--- src/design/utf8f_pkg.sv ---
// utf8f_pkg: shared types, constants and fold tables for the utf-8 to ascii folder
// used by utf8f_front, utf8f_queue, utf8f_back and utf8_to_ascii_folder
// no dependencies
`default_nettype none

package utf8f_pkg;

    localparam int QUEUE_DEPTH = 4;
    localparam logic [8:0] CAPACITY_RESET = 9'd32;

    typedef enum logic [1:0] {
        PH_IDLE    = 2'd0,
        PH_LEAD2   = 2'd1,
        PH_LEAD3   = 2'd2,
        PH_FOLLOW3 = 2'd3
    } phase_t;

    typedef struct packed {
        logic [6:0] ascii_char;
        logic       end_of_text;
    } word_t;

    typedef struct packed {
        logic  v0;
        logic  v1;
        word_t w0;
        word_t w1;
    } push_t;

    typedef struct packed {
        logic       ok;
        logic [6:0] ch;
    } fold_t;

    localparam logic [8*64-1:0] FOLD_LATIN1 =
        "AAAAAAACEEEEIIIIDNOOOOOxOUUUUYTsaaaaaaaceeeeiiiidnooooo/ouuuuyty";

    localparam logic [8*128-1:0] FOLD_EXT_A =
        {"AaAaAaCcCcCcCcDdDdEeEeEeEeEeGgGgGgGgHhHhIiIiIiIiIiIiJjKkkLlLlLlLlLlNnNnNn",
         "nNnOoOoOoOoRrRrRrSsSsSsSsTtTtTtUuUuUuUuUuUuWwYyYZzZzZzs"};

    function automatic logic [6:0] latin1_lookup(input logic [5:0] idx);
        int unsigned pos;
        pos = 8 * (63 - int'(idx));
        return FOLD_LATIN1[pos +: 7];
    endfunction

    function automatic logic [6:0] ext_a_lookup(input logic [6:0] idx);
        int unsigned pos;
        pos = 8 * (127 - int'(idx));
        return FOLD_EXT_A[pos +: 7];
    endfunction

    function automatic fold_t fold_point(input logic [15:0] cp);
        fold_t f;
        f.ok = 1'b0;
        f.ch = '0;
        if (cp < 16'h0080) begin
            f.ch = cp[6:0];
            f.ok = (cp >= 16'h0020);
        end else if (cp >= 16'h00C0 && cp <= 16'h00FF) begin
            f.ch = latin1_lookup(cp[5:0]);
            f.ok = (f.ch >= 7'h20);
        end else if (cp >= 16'h0100 && cp <= 16'h017F) begin
            f.ch = ext_a_lookup(cp[6:0]);
            f.ok = (f.ch >= 7'h20);
        end
        return f;
    endfunction

endpackage

`default_nettype wire

--- src/design/utf8f_front.sv ---
// utf8f_front: accepts input bytes, runs the utf-8 decode state and folds code points
// depends on utf8f_pkg; pushes up to two result words per byte into utf8f_queue
`default_nettype none

module utf8f_front (
    input  wire logic              aclk,
    input  wire logic              aresetn,
    input  wire logic              cfg_wr_en,
    input  wire logic [8:0]        cfg_wr_data,
    input  wire logic              s_valid,
    input  wire logic              space_ok,
    output logic                   s_ready,
    input  wire logic [7:0]        s_byte_in,
    output utf8f_pkg::push_t       push
);

    utf8f_pkg::phase_t phase_reg, phase_next;
    logic [7:0] lead_reg, lead_next;
    logic [7:0] follow_reg, follow_next;
    logic [8:0] written_reg, written_next;
    logic [8:0] capacity_reg;

    logic              accept;
    logic              room;
    logic              emit;
    logic [15:0]       cp;
    utf8f_pkg::fold_t  fold;

    assign s_ready = space_ok;
    assign accept  = s_valid && space_ok;
    assign room    = ({1'b0, written_reg} + 10'd1) < {1'b0, capacity_reg};
    assign fold    = utf8f_pkg::fold_point(cp);

    always_ff @(posedge aclk) begin
        if (!aresetn) begin
            capacity_reg <= utf8f_pkg::CAPACITY_RESET;
        end else if (cfg_wr_en) begin
            capacity_reg <= cfg_wr_data;
        end
    end

    // code point selection and result words
    always_comb begin
        cp   = 16'h0000;
        emit = 1'b0;
        push = '0;
        if (s_byte_in == 8'h00) begin
            cp = {8'h00, follow_reg};
            if (phase_reg == utf8f_pkg::PH_FOLLOW3 && !follow_reg[7]) begin
                emit = fold.ok && room;
            end
            push.v0 = 1'b1;
            push.w0 = '{ascii_char: emit ? fold.ch : 7'h00, end_of_text: !emit};
            push.v1 = emit;
            push.w1 = '{ascii_char: 7'h00, end_of_text: 1'b1};
        end else if (room) begin
            unique case (phase_reg)
                utf8f_pkg::PH_LEAD2: begin
                    cp   = {5'h00, lead_reg[4:0], s_byte_in[5:0]};
                    emit = fold.ok;
                end
                utf8f_pkg::PH_FOLLOW3: begin
                    cp   = {lead_reg[3:0], follow_reg[5:0], s_byte_in[5:0]};
                    emit = fold.ok;
                end
                utf8f_pkg::PH_IDLE: begin
                    cp   = {8'h00, s_byte_in};
                    emit = fold.ok && !s_byte_in[7];
                end
                default: begin
                    emit = 1'b0;
                end
            endcase
            push.v0 = emit;
            push.w0 = '{ascii_char: fold.ch, end_of_text: 1'b0};
        end
        if (!accept) begin
            push.v0 = 1'b0;
            push.v1 = 1'b0;
        end
    end

    // decode state
    always_comb begin
        phase_next   = phase_reg;
        lead_next    = lead_reg;
        follow_next  = follow_reg;
        written_next = written_reg;
        if (accept) begin
            if (s_byte_in == 8'h00) begin
                phase_next   = utf8f_pkg::PH_IDLE;
                written_next = '0;
            end else if (!room) begin
                phase_next = utf8f_pkg::PH_IDLE;
            end else begin
                unique case (phase_reg)
                    utf8f_pkg::PH_LEAD2, utf8f_pkg::PH_FOLLOW3: begin
                        phase_next = utf8f_pkg::PH_IDLE;
                    end
                    utf8f_pkg::PH_LEAD3: begin
                        follow_next = s_byte_in;
                        phase_next  = utf8f_pkg::PH_FOLLOW3;
                    end
                    default: begin
                        if (s_byte_in[7:5] == 3'b110) begin
                            lead_next  = s_byte_in;
                            phase_next = utf8f_pkg::PH_LEAD2;
                        end else if (s_byte_in[7:4] == 4'b1110) begin
                            lead_next  = s_byte_in;
                            phase_next = utf8f_pkg::PH_LEAD3;
                        end
                    end
                endcase
                if (emit) begin
                    written_next = written_reg + 9'd1;
                end
            end
        end
    end

    always_ff @(posedge aclk) begin
        if (!aresetn) begin
            phase_reg   <= utf8f_pkg::PH_IDLE;
            written_reg <= '0;
            lead_reg    <= '0;
            follow_reg  <= '0;
        end else begin
            phase_reg   <= phase_next;
            written_reg <= written_next;
            lead_reg    <= lead_next;
            follow_reg  <= follow_next;
        end
    end

    a_end_clears: assert property (@(posedge aclk) disable iff (!aresetn)
        (accept && s_byte_in == 8'h00) |=>
            (written_reg == 9'd0 && phase_reg == utf8f_pkg::PH_IDLE))
        else $error("terminator did not clear decode state");

    a_second_is_end: assert property (@(posedge aclk) disable iff (!aresetn)
        push.v1 |-> (push.v0 && push.w1.end_of_text && !push.w0.end_of_text))
        else $error("second word of a byte must be the end word");

    a_written_bound: assert property (@(posedge aclk) disable iff (!aresetn)
        (accept && push.v0 && !push.w0.end_of_text) |-> room)
        else $error("character emitted without room");

endmodule

`default_nettype wire

--- src/design/utf8f_queue.sv ---
// utf8f_queue: short word queue between front and back, two pushes and one pop per cycle
// depends on utf8f_pkg
`default_nettype none

module utf8f_queue #(
    parameter int DEPTH = utf8f_pkg::QUEUE_DEPTH
) (
    input  wire logic              aclk,
    input  wire logic              aresetn,
    input  wire utf8f_pkg::push_t  push,
    input  wire logic              pop,
    output utf8f_pkg::word_t       head,
    output logic                   empty,
    output logic                   space_ok
);

    localparam int PW = (DEPTH > 2) ? $clog2(DEPTH) : 1;
    localparam int CW = $clog2(DEPTH + 1);

    utf8f_pkg::word_t slots_reg [DEPTH];
    logic [PW-1:0] wr_reg, wr_next, rd_reg, rd_next, wr_plus1;
    logic [CW-1:0] count_reg, count_next;

    function automatic logic [PW-1:0] ptr_inc(input logic [PW-1:0] p);
        return (p == PW'(DEPTH - 1)) ? '0 : p + PW'(1);
    endfunction

    assign wr_plus1 = ptr_inc(wr_reg);
    assign head     = slots_reg[rd_reg];
    assign empty    = (count_reg == '0);
    assign space_ok = (count_reg <= CW'(DEPTH - 2));

    always_comb begin
        wr_next    = wr_reg;
        rd_next    = rd_reg;
        count_next = count_reg;
        if (push.v0) begin
            wr_next = push.v1 ? ptr_inc(wr_plus1) : wr_plus1;
        end
        if (pop) begin
            rd_next = ptr_inc(rd_reg);
        end
        count_next = count_reg + CW'(push.v0) + CW'(push.v1) - CW'(pop);
    end

    always_ff @(posedge aclk) begin
        if (!aresetn) begin
            wr_reg    <= '0;
            rd_reg    <= '0;
            count_reg <= '0;
        end else begin
            wr_reg    <= wr_next;
            rd_reg    <= rd_next;
            count_reg <= count_next;
        end
    end

    always_ff @(posedge aclk) begin
        if (push.v0) begin
            slots_reg[wr_reg] <= push.w0;
        end
        if (push.v1) begin
            slots_reg[wr_plus1] <= push.w1;
        end
    end

    a_no_overflow: assert property (@(posedge aclk) disable iff (!aresetn)
        count_reg <= CW'(DEPTH))
        else $error("queue overflow");

    a_no_underflow: assert property (@(posedge aclk) disable iff (!aresetn)
        pop |-> !empty)
        else $error("pop from empty queue");

endmodule

`default_nettype wire

--- src/design/utf8f_back.sv ---
// utf8f_back: output register that drains the word queue onto the result channel
// depends on utf8f_pkg
`default_nettype none

module utf8f_back (
    input  wire logic              aclk,
    input  wire logic              aresetn,
    input  wire utf8f_pkg::word_t  head,
    input  wire logic              empty,
    output logic                   pop,
    output logic                   m_valid,
    input  wire logic              m_ready,
    output logic [6:0]             m_ascii_char,
    output logic                   m_end_of_text
);

    logic             valid_reg;
    utf8f_pkg::word_t word_reg;

    assign pop           = !empty && (!valid_reg || m_ready);
    assign m_valid       = valid_reg;
    assign m_ascii_char  = word_reg.ascii_char;
    assign m_end_of_text = word_reg.end_of_text;

    always_ff @(posedge aclk) begin
        if (!aresetn) begin
            valid_reg <= 1'b0;
        end else if (!valid_reg || m_ready) begin
            valid_reg <= !empty;
        end
    end

    always_ff @(posedge aclk) begin
        if (pop) begin
            word_reg <= head;
        end
    end

    a_end_word_zero: assert property (@(posedge aclk) disable iff (!aresetn)
        (valid_reg && word_reg.end_of_text) |-> (word_reg.ascii_char == 7'h00))
        else $error("end word carries a character");

endmodule

`default_nettype wire

--- src/design/utf8_to_ascii_folder.sv ---
// utf8_to_ascii_folder: one byte in per cycle while the queue has space; a result is
// written to the queue and then to the output register before it is offered. a terminator
// that also releases a held character yields two words.
// the four-word queue between decode front and output register bounds the backlog.
// synchronous active-low reset clears decode state and queue; capacity returns to 32.
// depends on utf8f_pkg, utf8f_front, utf8f_queue, utf8f_back
`default_nettype none

module utf8_to_ascii_folder #(
    parameter int QUEUE_DEPTH = utf8f_pkg::QUEUE_DEPTH
) (
    input  wire logic        aclk,
    input  wire logic        aresetn,
    input  wire logic        cfg_wr_en,
    input  wire logic [8:0]  cfg_wr_data,
    input  wire logic        s_valid,
    output logic             s_ready,
    input  wire logic [7:0]  s_byte_in,
    output logic             m_valid,
    input  wire logic        m_ready,
    output logic [6:0]       m_ascii_char,
    output logic             m_end_of_text
);

    utf8f_pkg::push_t push;
    utf8f_pkg::word_t head;
    logic empty;
    logic space_ok;
    logic pop;

    utf8f_front u_front (
        .aclk        (aclk),
        .aresetn     (aresetn),
        .cfg_wr_en   (cfg_wr_en),
        .cfg_wr_data (cfg_wr_data),
        .s_valid     (s_valid),
        .space_ok    (space_ok),
        .s_ready     (s_ready),
        .s_byte_in   (s_byte_in),
        .push        (push)
    );

    utf8f_queue #(
        .DEPTH (QUEUE_DEPTH)
    ) u_queue (
        .aclk     (aclk),
        .aresetn  (aresetn),
        .push     (push),
        .pop      (pop),
        .head     (head),
        .empty    (empty),
        .space_ok (space_ok)
    );

    utf8f_back u_back (
        .aclk          (aclk),
        .aresetn       (aresetn),
        .head          (head),
        .empty         (empty),
        .pop           (pop),
        .m_valid       (m_valid),
        .m_ready       (m_ready),
        .m_ascii_char  (m_ascii_char),
        .m_end_of_text (m_end_of_text)
    );

endmodule

`default_nettype wire
--- config.mk ---
export PLATFORM = sky130hd
export DESIGN_NAME = utf8_to_ascii_folder
export DESIGN_NICKNAME = d
export VERILOG_FILES = /design/src/design/utf8f_pkg.sv /design/src/design/utf8f_front.sv /design/src/design/utf8f_queue.sv /design/src/design/utf8f_back.sv /design/src/design/utf8_to_ascii_folder.sv
export SDC_FILE = /design/constraint.sdc
export NUM_CORES = 1
export LEC_CHECK = 0
export BUFFER_PORTS_ARGS = -buffer_cell sky130_fd_sc_hd__buf_4
export CAP_MARGIN = 20
export CORE_ASPECT_RATIO = 1.5
export CORE_MARGIN = 2
export CORE_UTILIZATION = 63
export CTS_BUF_LIST = sky130_fd_sc_hd__clkbuf_8
export DETAILED_ROUTE_END_ITERATION = 10
export GPL_TIMING_DRIVEN = 0
export PLACE_DENSITY = 0.82
export SYNTH_ARGS = -nofsm -noshare
export SYNTH_HDL_FRONTEND = slang
export SYNTH_SLANG_ARGS = --single-unit
export TNS_END_PERCENT = 100
--- constraint.sdc ---
create_clock -name aclk -period 6 [get_ports aclk]
set_clock_uncertainty 0.05 [all_clocks]
set_input_delay 0.3 -clock aclk [delete_from_list [all_inputs] [get_ports aclk]]
set_output_delay 0.3 -clock aclk [all_outputs]
set_load 0.1 [all_outputs]
==> metrics.md, run 1 <==
| Metric | Value |
|---|---|
| Status | `finished clean` |
| H-tree depth | `3` |
| 1st-pass router iterations | `5` |
| Clock buffer count from CTS | `9` |
| Final worst-path cycle share | `83.3%` |
| CP top delay family | `adder cells` |
| Post-synthesis net count | `612` |
| Multi-input logic area | `3160 um^2` |
| Post-CTS Hold Buffers | `0` |
| Placed Area | `5520 um^2` |
| Design Area, Final | `5730 um^2` |
| DRC | `0` |
| CTS tree | `built` |
| Post-CTS Setup Repair Bufs | `0` |
| F_max | `0.200 GHz` |
| Num Clock Sinks | `81` |
| Area growth syn-to-layout | `11.1%` |
| Largest buffer count on any clock path | `2` |
| Post-cts sizing count | `0` |
| Post-synth ARST share | `0%` |
| Int Power | `1.23 mW` |
| First-pass GRT wire length | `21.9 mm` |
| Worst hold path type | `primary input to register` |
| Netlist cell types | `77` |
| Die Ht | `115 um` |
| Clock Power Share | `21.1%` |
| IO buf count | `30` |
| Vias | `4655` |
| Fin crit period | `5000 ps` |
| Core Area | `7960 um^2` |
| Sequential Power Share | `35.8%` |
| Critical path class | `register to register` |
| Maximum VDD drop | `250 uV` |
| Worst slew margin | `42.6%` |
| Die area | `8950 um^2` |
| Endpoints failing hold | `0` |
| Final WL | `13.2 mm` |
| Sequential Area | `1740 um^2` |
| Synth Cell Area | `5160 um^2` |
| CP startpoint kind | `register` |
| FF+latch count, synth | `81` |
| Setup TNS | `0 ps` |
| Buf/Inv on CP | `5` |
| PwrDens | `363 nW/um^2` |
| Register area share after synthesis | `33.8%` |
| Top post-synthesis cells by area | `dfxtp_1 (27%), mux2i_1 (7.2%), edfxtp_1 (7.0%), ha_1 (4.1%), nand2_1 (3.6%)` |
| Post-DR vias/cell | `6.44` |
| Worst endpoint required time | `6220 ps` |
| Final setup viols | `0` |
| Root buf cell | `clkbuf_8` |
| Sw power | `854 uW` |
| Vias in the first global route | `4651` |
| Mapped Cells | `571` |
| Initial antenna violation count | `0` |
| Initial Util | `64.8%` |
| RSZ-0062 raised after global routing | `false` |
| Die width | `77.9 um` |
| Slew Viols, Final | `0` |
| Slowest-stage cell, CP | `dfxtp_1` |
| Critical Path, Cell by Cell | `nand4_1 > nor2_1 > nand3_1 > xnor2_1 > ha_1 > nand3_1 > a21oi_1 > a21oi_1 > buf_2 > a32oi_2 > o21ai_0 > or2_1 > buf_4 > inv_2 > buf_2 > ha_1 > inv_1 > fa_1 > fa_1 > xnor2_1 > and2_1` |
| Clk pin slew, worst setup/hold paths | `90 ps` |
| Share of cells above drive strength 1 | `17.3%` |
| EDFF count, synth | `12` |
| Crit path max fanout | `10` |
| Routability Congestion | `0.940` |
| Crit. End Element | `register` |
| Synth top area share | `26.8%` |
| Largest stage delay, worst path | `450 ps` |
| Avg Inst Size Synth | `9.04 um^2` |
| Largest net degree at the start of global routing | `14` |
| # fillers | `615` |
| Leakage | `2.33 nW` |
| Max reg flops | `32` |
| Yosys top cell by area | `dfxtp_1` |
| Post-DP HPWL | `10.1 mm` |
| Remaining antenna violation count | `0` |
| Max-cap violations | `0` |
| Combinational share of power | `43.1%` |
| CP arrival | `5210 ps` |
| Initial DRC count | `233` |
| Ant. Diodes | `0` |
| # rows | `40` |
| Remaining global-route overflow | `0` |
| Clk Latency, worst-skew pair | `370 ps` |
| Tightest Pin Transition | `852 ps` |
| Top FF cell, synth | `dfxtp_1` |
| YS warnings | `0` |
| Top-Level Pins | `32` |
| # nets final | `654` |
| Sw frac | `41.0%` |
| Overall global routing resource usage | `30.8%` |
| Wire length per cell | `18.3 um` |
[layer usage]
layer	global-route usage [%]	routed length, um
met1	32.0	4970
met2	58.9	7130
met3	4.63	627
met4	16.4	524
met5	0	0
[area by class of cell]
| type | instances | area share (%) |
|---|---|---|
| repair buffers | 31 | 4.06 |
| plain buffers | 34 | 3.25 |
| clock inverters | 7 | 1.48 |
| well taps | 105 | 2.29 |
| flip-flops and latches | 81 | 30.4 |
| inverters | 20 | 1.31 |
| clock buffers | 9 | 2.16 |
| multi-input cells | 436 | 55.1 |
[metrics by stage]
stage	hold slack [ps]	power, mW	instances	setup WS [ps]	util, %
floorplan	380	1.45	571	1700	-
global placement	395	1.61	706	1130	69.3
detailed placement	399	1.65	707	1110	69.4
CTS	119	2.08	723	1040	72.0
global route	116	2.18	723	668	72.0
finish	121	2.08	723	1000	72.0
[cells in the mapped netlist (6+ instances only)]
master	instances
mux4_2	8
edfxtp_1	12
xnor2_1	7
a32o_1	10
clkbuf_1	8
nand3_1	34
nor3_1	11
ha_1	17
dfxtp_1	69
inv_1	18
nor2_1	39
nor2b_1	27
o31ai_1	14
nand2_1	50
a21oi_1	24
nor4_1	8
or3_1	6
and2_1	24
mux2i_1	37
buf_2	20
o21ai_1	10
a211oi_1	6
o21ai_0	19
[tightest hold or removal path, cell delays in order]
cell and delay, ps:
buf_4 80, nand2_1 40, o211ai_1 80
[power by group through the flow]
stage          combinational [mW]  clock (mW)  sequential [mW]
2_1_floorplan               0.493           0            0.961
3_3_place_gp                0.863           0            0.752
3_5_place_dp                0.893           0            0.758
4_1_cts                     0.896       0.442            0.745
5_1_grt                     0.963       0.461            0.757
6_report                    0.896       0.440            0.745
[cells in the final DEF (no fill, tap or decap), drive strengths merged, types with 10 or more instances in the layout]
master and n:
ha 17, a211oi 10, nand3 35, nor3 12, mux2i 37, edfxtp 12, inv 22, o21ai 29
nand2 50, dfxtp 69, a32o 12, o31ai 14, and2 25, nor2b 27, clkbuf 17, buf 57
nor2 41, a21oi 25
[path summary, 6_finish.rpt]
path | startpoint | end | slack, ps | cells after the start
worst min register to register | u_queue.slots_reg[3][4] | u_queue.slots_reg[3][4] | 410 | 2
worst max-delay path | u_front.written_reg[2] | u_queue.count_reg[2] | 1000 | 21
worst max register to register | u_front.written_reg[2] | u_queue.count_reg[2] | 1000 | 21
worst min-delay path | cfg_wr_data[5] | u_front.capacity_reg[5] | 120 | 3
[cell families (layout without fill, tap and decap cells)]
family	count (synthesis)	in the layout	share of synthesized area, %
AND/OR/NAND/NOR	221	221	21.8
AO/OA/AOI/OAI	140	140	21.8
flip-flops	81	81	33.8
buffers and inverters	54	101	5.07
multiplexers	46	46	10.9
adder cells (fa/ha/maj)	19	19	4.90
XOR/XNOR	10	10	1.70
No activity file was read; power rests on OpenSTA's default activity.
==> run 2: changes to the inputs <==
- CORE_UTILIZATION: 63 -> 57
- PLACE_DENSITY: 0.82 -> 0.79
- clock period: 6 -> 4.45 ns (I/O delays scaled with it)
==> run 2 against run 1 <==
First-iteration DRC count rose by 25%. Sequential power rose by 36%. Via count fell by 0.37%. Die area rose by 10%. Setup slack got worse by 800 ps. Register-to-register slack got worse by 800 ps. Largest cell class unchanged. Highest routed layer unchanged.
==> metrics.md, run 2 (synthesis results as in run 1) <==
| Metric | Value |
|---|---|
| Status | `finished clean` |
| F_max | `0.235 GHz (+18%)` |
| Initial Util | `58.4% (-6.4 points)` |
| Wire length per cell | `18.4 um (+0.47%)` |
| Largest stage delay, worst path | `430 ps (-20 ps)` |
| Routed wl met3 | `659 um (+5.1%)` |
| Tightest Pin Transition | `784 ps (-68.3 ps)` |
| Remaining global-route overflow | `0 (unchanged)` |
| Final setup viols | `0 (unchanged)` |
| Fin crit period | `4250 ps (-746 ps)` |
| Share of cells above drive strength 1 | `20.3% (+3.0 points)` |
| Crit path max fanout | `19 (+9)` |
| Worst endpoint required time | `4680 ps (-1540 ps)` |
| CTS tree | `built` |
| Slew Viols, Final | `0 (unchanged)` |
| Max-cap violations | `0 (unchanged)` |
| Die area | `9850 um^2 (+10%)` |
| CP startpoint kind | `register` |
| Most frequent cells in the layout | `dfxtp_1 (65), nand2_1 (50), mux2i_1 (37), nor2_1 (37), buf_4 (36)` |
| # nets final | `656 (+0.31%)` |
| H-tree depth | `3 (unchanged)` |
| Post-DR vias/cell | `6.35 (-1.3%)` |
| # placed instances | `712 (+0.71%)` |
| IO buf count | `30 (unchanged)` |
| Endpoints failing hold | `0 (unchanged)` |
| Die Ht | `121 um (+5.0%)` |
| Initial DRC count | `292 (+25%)` |
| PwrDens | `483 nW/um^2 (+33%)` |
| Die width | `81.7 um (+4.9%)` |
| Worst slew margin | `47.2% (+4.6 points)` |
| Vias in the first global route | `4686 (+0.75%)` |
| Maximum VDD drop | `361 uV (+44%)` |
| Met2 Routed Length | `7.20 mm (+1.0%)` |
| 1st-pass router iterations | `5 (unchanged)` |
| Slowest-stage cell, CP | `fa_1` |
| Commonest non-fill, non-tap cell in the layout | `dfxtp_1` |
| Root buf cell | `clkbuf_8` |
| Critical Path, Cell by Cell | `nand4_1 > nor2_2 > nand3_2 > xnor2_1 > ha_1 > a21o_1 > a21oi_2 > and2_4 > buf_6 > nand3_1 > a211oi_2 > or2_1 > buf_4 > inv_4 > ha_1 > inv_1 > fa_1 > fa_2 > xnor2_1 > and2_1` |
| CP arrival | `4480 ps (-730 ps)` |
| DRC | `0 (unchanged)` |
| # rows | `42 (+5.0%)` |
| Pwr Total | `2.83 mW (+36%)` |
| Final worst-path cycle share | `95.5% (+12 points)` |
| Routability Congestion | `0.947 (+0.78%)` |
| Post-DP HPWL | `10.0 mm (-1.4%)` |
| Clock buffer count from CTS | `9 (unchanged)` |
| Critical path class | `register to register` |
| Clk pin slew, worst setup/hold paths | `90 ps (about the same)` |
| Max reg flops | `32 (unchanged)` |
| Overall global routing resource usage | `29.0% (-1.8 points)` |
| Max layer used | `met4` |
| Num Clock Sinks | `81 (unchanged)` |
| Final WL | `13.4 mm (+1.4%)` |
| Worst hold path type | `primary input to register` |
| Vias | `4638 (-0.37%)` |
| Leakage | `2.35 nW (+1.2%)` |
| Area growth syn-to-layout | `13.5%` |
| Remaining antenna violation count | `0 (unchanged)` |
| Core Area | `8830 um^2 (+11%)` |
| Clk Latency, worst-skew pair | `380 ps (about the same)` |
| Initial antenna violation count | `0 (unchanged)` |
| Largest buffer count on any clock path | `2 (unchanged)` |
| Crit. End Element | `register` |
| Largest net degree at the start of global routing | `20 (+6)` |
| Non-Filler Instances | `730 (+0.97%)` |
| First-pass GRT wire length | `22.2 mm (+1.6%)` |
| Metal-1 WL | `5.17 mm (+4.1%)` |
| Ant. Diodes | `0 (unchanged)` |
| Top-Level Pins | `32 (unchanged)` |
[run 2: cell count changes in the layout (fill, tap and decap cells not counted), sizes merged]
cell	before	now
buf	57	59
inv	22	24
clkinvlp	0	1
clkinv	3	0
[run 2: area by class of cell]
class | instances | area (um^2)
flip-flops and latches | 81 | 1750
clock inverters | 7 | 87.6
fillers | 759 | 2970
multi-input cells | 436 | 3240
repair buffers | 34 | 255
inverters | 20 | 77.6
well taps | 110 | 138
clock buffers | 9 | 124
plain buffers | 33 | 184
[run 2: worst paths after layout]
check                               start                      end  slack (ps)  cells past startpoint
setup reg to reg   u_front.written_reg[1]     u_queue.count_reg[2]         200                     20
setup / recovery   u_front.written_reg[1]     u_queue.count_reg[2]         200                     20
hold / removal             cfg_wr_data[5]  u_front.capacity_reg[5]          30                      3
hold reg to reg   u_queue.slots_reg[2][6]  u_queue.slots_reg[2][6]         420                      2
[run 2: repair_timing]
| item | 4_1_cts | 5_1_grt |
|---|---|---|
| setup endpoints to repair | 3 | 3 |
| pin swaps | 1 | 5 |
| buffers inserted | 1 | 2 |
| resized for setup | 12 | 14 |
| hold buffers | 0 | 0 |
| gates cloned | 0 | 0 |
[run 2: stage by stage]
step | instance area (um^2) | setup slack, ps | hold WS (ps) | setup TNS (ps) | util, %
detailed placement | 5530 | -516 | 399 | -1100 | 62.6
global route | 5860 | -12.7 | 66.4 | -12.7 | 66.3
floorplan | 5160 | 150 | 303 | 0 | -
finish | 5860 | 200 | 31.4 | 0 | 66.3
global placement | 5520 | -412 | 393 | -770 | 62.6
CTS | 5780 | 6.70 | 19.9 | 0 | 65.5
[run 2: critical path: cells and delay by family, from the launching register on]
family / cells / cell delay, ps
XOR/XNOR: 2 / 280
flip-flops: 1 / 390
buffers and inverters: 4 / 460
AND/OR/NAND/NOR: 7 / 1000
AO/OA/AOI/OAI: 3 / 560
adder cells (fa/ha/maj): 4 / 1400
[run 2: metal layers]
layer	track usage, %	vias up
li1	-	2206
met1	32.3	2209
met2	51.7	182
met3	5.37	41
met4	13.5	0
met5	0	-
[run 2: report_power, final]
| part | switching (mW) | internal (mW) | leakage, nW |
|---|---|---|---|
| combinational | 0.796 | 0.429 | 1.55 |
| sequential | 0.0828 | 0.923 | 0.690 |
| clock | 0.287 | 0.312 | 0.114 |
| total | 1.17 | 1.66 | 2.35 |
